==> src/design/assert_macros.svh <==
// Assertion macros shared by the blend unit RTL.
// Depends on nothing; included by files that carry concurrent assertions.
`ifndef ASSERT_MACROS_SVH
`define ASSERT_MACROS_SVH

// Checks that a property holds at every clock edge outside reset.
`define RBFU_ASSERT(label, clk, rstn, prop, msg) \
    label: assert property (@(posedge clk) disable iff (!rstn) (prop)) else $error(msg);

// Checks that a consequent holds in the cycle after an antecedent.
`define RBFU_ASSERT_NEXT(label, clk, rstn, ante, cons, msg) \
    label: assert property (@(posedge clk) disable iff (!rstn) (ante) |=> (cons)) else $error(msg);

`endif

==> src/design/rbfu_pkg.sv <==
// Types, register indexes and the blend factor selection function for the blend unit.
// Depends on nothing; imported by rbfu_lane and the top level.
package rbfu_pkg;

    typedef enum logic [3:0] {
        FACTOR_ZERO            = 4'd0,
        FACTOR_ONE             = 4'd1,
        FACTOR_DST_COLOR       = 4'd2,
        FACTOR_SRC_COLOR       = 4'd3,
        FACTOR_INV_DST_COLOR   = 4'd4,
        FACTOR_SRC_ALPHA       = 4'd5,
        FACTOR_INV_SRC_COLOR   = 4'd6,
        FACTOR_DST_ALPHA       = 4'd7,
        FACTOR_INV_DST_ALPHA   = 4'd8,
        FACTOR_SRC_ALPHA_SAT   = 4'd9,
        FACTOR_INV_SRC_ALPHA   = 4'd10
    } factor_sel_t;

    typedef struct packed {
        factor_sel_t src_sel;
        factor_sel_t dst_sel;
    } blend_cfg_t;

    localparam int unsigned CHAN_W     = 8;
    localparam int unsigned NUM_LANES  = 4;
    localparam int unsigned CFG_ADDR_W = 1;
    localparam int unsigned CFG_DATA_W = 4;

    localparam logic [CFG_ADDR_W-1:0] REG_SRC_FACTOR = 1'd0;
    localparam logic [CFG_ADDR_W-1:0] REG_DST_FACTOR = 1'd1;

    localparam logic [CHAN_W-1:0] UNORM_ONE = 8'hFF;

    function automatic logic [CHAN_W-1:0] blend_factor(
        input factor_sel_t       sel,
        input logic [CHAN_W-1:0] s_ch,
        input logic [CHAN_W-1:0] d_ch,
        input logic [CHAN_W-1:0] s_a,
        input logic [CHAN_W-1:0] d_a,
        input logic              is_alpha
    );
        logic [CHAN_W-1:0] sat;
        sat = UNORM_ONE - d_a;
        case (sel)
            FACTOR_ZERO:          blend_factor = '0;
            FACTOR_ONE:           blend_factor = UNORM_ONE;
            FACTOR_DST_COLOR:     blend_factor = d_ch;
            FACTOR_SRC_COLOR:     blend_factor = s_ch;
            FACTOR_INV_DST_COLOR: blend_factor = UNORM_ONE - d_ch;
            FACTOR_SRC_ALPHA:     blend_factor = s_a;
            FACTOR_INV_SRC_COLOR: blend_factor = UNORM_ONE - s_ch;
            FACTOR_DST_ALPHA:     blend_factor = d_a;
            FACTOR_INV_DST_ALPHA: blend_factor = UNORM_ONE - d_a;
            FACTOR_SRC_ALPHA_SAT: begin
                if (is_alpha) begin
                    blend_factor = UNORM_ONE;
                end else begin
                    blend_factor = (s_a < sat) ? s_a : sat;
                end
            end
            FACTOR_INV_SRC_ALPHA: blend_factor = UNORM_ONE - s_a;
            default:              blend_factor = '0;
        endcase
    endfunction

endpackage

==> src/design/rbfu_lane.sv <==
// One color channel of the blend unit: factor selection, registered products,
// then sum, rounding division by 255 and clamp. Depends on rbfu_pkg.
module rbfu_lane (
    input  logic                     aclk,
    input  logic                     en,
    input  rbfu_pkg::blend_cfg_t     cfg,
    input  logic                     is_alpha,
    input  logic [7:0]               s_ch,
    input  logic [7:0]               d_ch,
    input  logic [7:0]               s_a,
    input  logic [7:0]               d_a,
    output logic [7:0]               result
);
    import rbfu_pkg::*;

    logic [CHAN_W-1:0]     fs;
    logic [CHAN_W-1:0]     fd;
    logic [2*CHAN_W-1:0]   prod_s_reg;
    logic [2*CHAN_W-1:0]   prod_d_reg;
    logic [2*CHAN_W+1:0]   rounded;
    logic [2*CHAN_W:0]     approx;

    assign fs = blend_factor(cfg.src_sel, s_ch, d_ch, s_a, d_a, is_alpha);
    assign fd = blend_factor(cfg.dst_sel, s_ch, d_ch, s_a, d_a, is_alpha);

    always_ff @(posedge aclk) begin
        if (en) begin
            prod_s_reg <= s_ch * fs;
            prod_d_reg <= d_ch * fd;
        end
    end

    // Division by 255 is exact below 65535 with the add-and-shift form; anything
    // at or above 255 * 256 saturates.
    assign rounded = 18'(prod_s_reg) + 18'(prod_d_reg) + 18'd127;
    assign approx  = 17'(rounded[15:0]) + 17'd1 + 17'(rounded[15:8]);

    always_comb begin
        if (rounded >= 18'd65280) begin
            result = UNORM_ONE;
        end else begin
            result = approx[15:8];
        end
    end

endmodule

==> src/design/rgba8_blend_factor_unit_core.sv <==
// Top level of the RGBA8 blend unit: four channel lanes, pipeline control,
// factor registers and output register. Depends on rbfu_pkg, rbfu_lane, assert_macros.svh.
//
// Usage: each beat on the s_ channel carries one source and one destination
// pixel; each beat on the m_ channel carries the blended pixel. Every channel is
// computed as src * Fs + dst * Fd, rounded back to unorm8 and clamped to 255.
// The factors Fs and Fd come from two registers written through the cfg_ port
// (index 0 source factor, index 1 destination factor, low 4 bits used, codes
// 11 to 15 give a zero factor). Write them only while no pixel is in flight.
// The accepting edge loads the product stage; the output register takes the beat
// when free, and the result shows on m_tvalid. Throughput: one pixel per cycle while
// m_tready is high, set by the four lanes each holding two 8x8 multipliers in parallel.
// When the receiver stalls, the output register holds its beat and the product
// stage still fills, so two beats are held before s_tready drops.
// Reset (aresetn low, synchronous) empties the pipeline and sets the source
// factor to one and the destination factor to zero.
`include "assert_macros.svh"

module rgba8_blend_factor_unit_core (
    input  logic                                 aclk,
    input  logic                                 aresetn,
    input  logic                                 s_tvalid,
    output logic                                 s_tready,
    // src_red, src_green, src_blue, src_alpha, dst_red, dst_green, dst_blue, dst_alpha
    input  logic [63:0]                          s_tdata,
    output logic                                 m_tvalid,
    input  logic                                 m_tready,
    // out_red, out_green, out_blue, out_alpha
    output logic [31:0]                          m_tdata,
    input  logic                                 cfg_wr_en,
    input  logic [rbfu_pkg::CFG_ADDR_W-1:0]      cfg_addr,
    input  logic [rbfu_pkg::CFG_DATA_W-1:0]      cfg_wdata
);
    import rbfu_pkg::*;

    blend_cfg_t             cfg_reg;
    logic                   v1_reg;
    logic                   v2_reg;
    logic                   en1;
    logic                   en2;
    logic [31:0]            data_reg;
    logic [31:0]            data_next;
    logic [CHAN_W-1:0]      s_a;
    logic [CHAN_W-1:0]      d_a;

    always_ff @(posedge aclk) begin
        if (!aresetn) begin
            cfg_reg.src_sel <= FACTOR_ONE;
            cfg_reg.dst_sel <= FACTOR_ZERO;
        end else if (cfg_wr_en) begin
            case (cfg_addr)
                REG_SRC_FACTOR: cfg_reg.src_sel <= factor_sel_t'(cfg_wdata);
                REG_DST_FACTOR: cfg_reg.dst_sel <= factor_sel_t'(cfg_wdata);
                default: ;
            endcase
        end
    end

    assign en2      = !v2_reg || m_tready;
    assign en1      = !v1_reg || en2;
    assign s_tready = en1;

    assign s_a = s_tdata[31:24];
    assign d_a = s_tdata[63:56];

    for (genvar i = 0; i < NUM_LANES; i++) begin : g_lane
        rbfu_lane u_lane (
            .aclk     (aclk),
            .en       (en1),
            .cfg      (cfg_reg),
            .is_alpha (i == NUM_LANES - 1),
            .s_ch     (s_tdata[i*CHAN_W +: CHAN_W]),
            .d_ch     (s_tdata[(NUM_LANES+i)*CHAN_W +: CHAN_W]),
            .s_a      (s_a),
            .d_a      (d_a),
            .result   (data_next[i*CHAN_W +: CHAN_W])
        );
    end

    always_ff @(posedge aclk) begin
        if (!aresetn) begin
            v1_reg <= 1'b0;
            v2_reg <= 1'b0;
        end else begin
            if (en1) begin
                v1_reg <= s_tvalid;
            end
            if (en2) begin
                v2_reg <= v1_reg;
            end
        end
    end

    always_ff @(posedge aclk) begin
        if (en2) begin
            data_reg <= data_next;
        end
    end

    assign m_tvalid = v2_reg;
    assign m_tdata  = data_reg;

    `RBFU_ASSERT_NEXT(a_accept_fills, aclk, aresetn, s_tvalid && s_tready, v1_reg,
        "accepted beat did not enter the product stage")
    `RBFU_ASSERT_NEXT(a_stage_moves, aclk, aresetn, v1_reg && en2, m_tvalid,
        "product stage beat was lost before the output register")
    `RBFU_ASSERT(a_stall_full, aclk, aresetn, !s_tready |-> (v1_reg && m_tvalid && !m_tready),
        "input stalled while the pipeline had room")

endmodule
==> config.mk <==
export PLATFORM = sky130hd
export DESIGN_NAME = rgba8_blend_factor_unit_core
export DESIGN_NICKNAME = d
export VERILOG_FILES = /design/src/design/rbfu_pkg.sv /design/src/design/rbfu_lane.sv /design/src/design/rgba8_blend_factor_unit_core.sv
export VERILOG_INCLUDE_DIRS = /design/src /design/src/design
export SDC_FILE = /design/constraint.sdc
export NUM_CORES = 2
export LEC_CHECK = 0
export ABC_AREA = 0
export BUFFER_PORTS_ARGS = -buffer_cell sky130_fd_sc_hd__buf_2
export CORE_MARGIN = 3
export CORE_UTILIZATION = 55
export CTS_CLUSTER_DIAMETER = 80
export CTS_CLUSTER_SIZE = 20
export DETAILED_ROUTE_END_ITERATION = 10
export PLACE_DENSITY = 0.73
export SLEW_MARGIN = 0
export SYNTH_ARGS = -nofsm -noshare
export SYNTH_HDL_FRONTEND = slang
export SYNTH_HIERARCHICAL = 1
export SYNTH_SLANG_ARGS = --single-unit
==> constraint.sdc <==
create_clock -name aclk -period 9.5 [get_ports aclk]
set_input_delay 1.425 -clock aclk [delete_from_list [all_inputs] [get_ports aclk]]
set_output_delay 1.425 -clock aclk [all_outputs]
set_load 0.01 [all_outputs]
==> impl_metrics.json <==
{
  "status": "completed",
  "clockPowerShare": 0.052,
  "root_buffer": "clkbuf_16",
  "num_io_pins": 108,
  "seqCellArea_mm2": 0.00502,
  "drv_cap": 0,
  "path_clk_slew_ps": 80,
  "grt_max_degree": 70,
  "critPathTopFamily": "adder cells",
  "ys_ff_latch": 170,
  "worst_hold_path_type": "reg2reg",
  "worstPathRequired_ps": 9730,
  "wl_per_cell_um": 18.3,
  "hold_viol": 0,
  "reg2reg_setup_slack_ps": 2600,
  "cts_hold_buf": 0,
  "sequentialPowerShare": 0.121,
  "async_flop_share": 0,
  "nFillCells": 5773,
  "ys.flop_type": "edfxtp_1",
  "rsz0062_at_grt": "false",
  "overflow": 0,
  "via_per_inst": 6.11,
  "grt_pass1_vias": 29900,
  "path_depth": 23,
  "num_rows": 93,
  "drt_iter0_drc": 2779,
  "grt_antenna_before_repair": 8,
  "start_kind": "input pin",
  "synthSimpleGateAreaFrac": 0.179,
  "synthAdderAreaFrac": 0.324,
  "seq_area_frac_synth": 0.138,
  "numCtsBuffers": 17,
  "dr.pass1.iters": 6,
  "area_growth_syn_to_layout_pct": 4.77,
  "finalClockSkew_ps": 23.2,
  "die_area_mm2": 0.0689,
  "synth_area_mm2": 0.0362,
  "ant_nets": 0,
  "setup_violations": 0,
  "power_density_mw_per_mm2": 372,
  "cts_tree": "done",
  "ys_types": 124,
  "critPathMaxFanout": 24,
  "synth-xor-area-share": 0.0354,
  "grt_pass1_wl_um": 153000,
  "synth_top_family_by_area": "adder cells",
  "clk-insertion-delay-late_ps": 490,
  "fp.dieW_um": 262,
  "leakagePower_nw": 17.5,
  "synth-compound-area-share": 0.213,
  "drv_slew": 0,
  "netlist_instances": 4264,
  "placed_area_mm2": 0.0373,
  "start_util": 0.558,
  "gr-usage-all-layers": 0.267,
  "switching_share": 0.507,
  "nNetsFinal": 5082,
  "arrival_ps": 8030,
  "gpl.final_weighted_congestion": 0.928,
  "synth_edf_count": 160,
  "worstReg2RegEnd": "g_lane[0].u_lane/prod_s_reg[15]",
  "clock_sinks": 170,
  "critPathMaxStageDelay_ps": 660,
  "drc": 0,
  "ys.warnings.count": 6,
  "hpwl_um": 71600,
  "cp_slowest_cell": "mux2i_1",
  "r2r-start": "cfg_reg[6]",
  "max-slew-margin-rel": 0.305,
  "cts-htree-levels": 4,
  "worst_pin_slew_ps": 1040,
  "design_area_mm2": 0.0379,
  "reg2regPathDepth": 22,
  "cts.path.max_buffers": 2,
  "postCtsSetupBuffers": 0,
  "setup_tns_ps": 0,
  "p_comb_frac": 0.827,
  "crit_type": "in2reg",
  "ir_worst_vdd_mv": 0.395,
  "p_int_mw": 6.94,
  "crit_buf_inv": 5,
  "core_mm2": 0.0648,
  "period_share": 0.821,
  "ctsResizeCount": 0,
  "wl_um": 93600,
  "multiInputGateArea_mm2": 0.0283,
  "crit_start": "s_tdata[57]",
  "drive_gt1_frac": 0.0730,
  "final.min_clock_period_ps": 7800,
  "via_count": 31300,
  "io_buffers": 107,
  "synthMuxAreaShare": 0.0299,
  "fmax_mhz": 128,
  "path_cells": "buf_2, ha_1, o21a_1, o21ai_1, nand2b_1, a41o_1, o21ai_2, mux2i_1, nor3_1, fa_1, inv_1, fa_1, inv_1, fa_1, inv_1, fa_1, inv_1, ha_1, a21boi_1, o41a_1, a41o_1, o41ai_1, xnor2_1",
  "p_switching_mw": 7.14,
  "worst_setup_path_end_kind": "register",
  "avgSynthCellArea_um2": 8.48,
  "cp-endpoint": "g_lane[1].u_lane/prod_s_reg[15]",
  "die_height_um": 262
}
==> synthesized netlist by cell type (35+ instances only) <==
master / number / area, um2
ha_1: 468 / 5860
fa_1: 292 / 5850
mux2i_1: 91 / 911
inv_1: 565 / 2120
nor3b_1: 52 / 390
a21o_1: 41 / 308
xnor2_1: 111 / 972
edfxtp_1: 160 / 4800
o21ai_0: 196 / 981
o211ai_1: 64 / 480
a211oi_1: 37 / 278
o21a_1: 52 / 390
nand3_1: 60 / 300
nor3_1: 92 / 460
nor2b_1: 87 / 544
nor2_1: 227 / 852
clkbuf_1: 127 / 477
nand2_1: 331 / 1240
nand2b_1: 67 / 419
o22ai_1: 35 / 219
o21ai_1: 36 / 180
a21oi_1: 220 / 1100
and2_1: 186 / 1160
==> cell usage in the layout, fill, tap and decap left out, drive strengths merged, types with 17 or more instances in the layout <==
cell | netlist | routed
nand3b | 20 | 20
inv | 569 | 575
and3 | 23 | 23
nand2 | 334 | 334
a31oi | 17 | 17
o21ai | 241 | 241
nand2b | 67 | 67
o22ai | 35 | 35
mux2i | 92 | 92
a22oi | 30 | 30
nor3b | 53 | 53
buf | 54 | 139
a21oi | 226 | 226
o21bai | 18 | 18
o211ai | 72 | 72
a2111oi | 19 | 19
a211oi | 55 | 55
nand3 | 60 | 60
nor2 | 227 | 227
or3 | 25 | 25
a221oi | 18 | 18
edfxtp | 160 | 160
o21a | 52 | 52
ha | 468 | 468
xor2 | 25 | 25
a2bb2oi | 26 | 26
nor2b | 87 | 87
a21o | 44 | 44
a21boi | 29 | 29
nor3 | 93 | 93
clkbuf | 127 | 17
fa | 292 | 292
xnor2 | 116 | 116
and2 | 189 | 189
==> how the worst min path moves through the flow <==
| stage | startpoint | to | depth (start not counted) |
|---|---|---|---|
| after floorplan | v1_reg | v1_reg | 2 |
| after detailed placement | v1_reg | v1_reg | 2 |
| after global routing | v1_reg | v1_reg | 2 |
| after global placement | v1_reg | v1_reg | 2 |
| after CTS | v1_reg | v1_reg | 2 |
| final | v1_reg | v1_reg | 2 |
==> final cells by class <==
| cell class | instances | share of cell area |
|---|---|---|
| well taps | 855 | 0.0282 |
| inverters | 574 | 0.0569 |
| flip-flops and latches | 170 | 0.133 |
| diodes | 3 | 0.000198 |
| repair buffers | 139 | 0.0205 |
| multi-input cells | 3346 | 0.746 |
| clock inverters | 14 | 0.00426 |
| clock buffers | 17 | 0.0112 |
==> stage by stage <==
stage / cells / hold WS, ps / utilization / setup slack, ps / power (mW)
2_1_floorplan: 4271 / 450 / - / 2460 / 11.0
3_3_place_gp: 5084 / 499 / 0.576 / 1390 / 13.0
3_5_place_dp: 5084 / 501 / 0.576 / 1260 / 13.3
4_1_cts: 5115 / 515 / 0.585 / 1800 / 14.1
5_1_grt: 5118 / 544 / 0.585 / 1430 / 15.7
6_report: 5118 / 513 / 0.585 / 1700 / 14.1
==> power groups by stage <==
| stage | registers [mW] | logic, mW | clock network [mW] |
|---|---|---|---|
| floorplan | 1.70 | 9.25 | 0 |
| global placement | 1.72 | 11.3 | 0 |
| detailed placement | 1.72 | 11.5 | 0 |
| CTS | 1.71 | 11.6 | 0.763 |
| global route | 1.74 | 13.2 | 0.789 |
| finish | 1.71 | 11.6 | 0.737 |
==> routing by layer <==
layer / vias to the layer above / part of all wire / global-route usage
met5: - / 0.00026 / 0
met4: 4 / 0.027 / 0.0821
met3: 183 / 0.077 / 0.0451
met2: 1243 / 0.45 / 0.426
met1: 14900 / 0.44 / 0.373
li1: 14900 / - / -
==> worst register-to-register path, stage by stage, from the launching register on <==
cell	delay, ps
dfxtp_4	810
buf_4	520
nand2b_1	440
o22ai_1	150
a21oi_1	170
nor2_1	50
a21oi_1	190
o21ai_0	400
and2_1	340
fa_1	540
inv_1	50
fa_1	480
inv_1	60
fa_1	520
inv_1	50
fa_1	520
inv_1	40
ha_1	340
a21o_1	190
a31o_2	250
a41oi_1	260
a21oi_1	120
xnor2_1	130
==> cells by family (layout without fill, tap and decap cells) <==
family	Yosys count	in the layout
multiplexers	106	106
other	2	12
AND/OR/NAND/NOR	1247	1247
adder cells (fa/ha/maj)	760	760
buffers and inverters	755	744
AO/OA/AOI/OAI	1083	1083
XOR/XNOR	141	141
flip-flops	170	170
No activity file was read; power rests on OpenSTA's default activity.
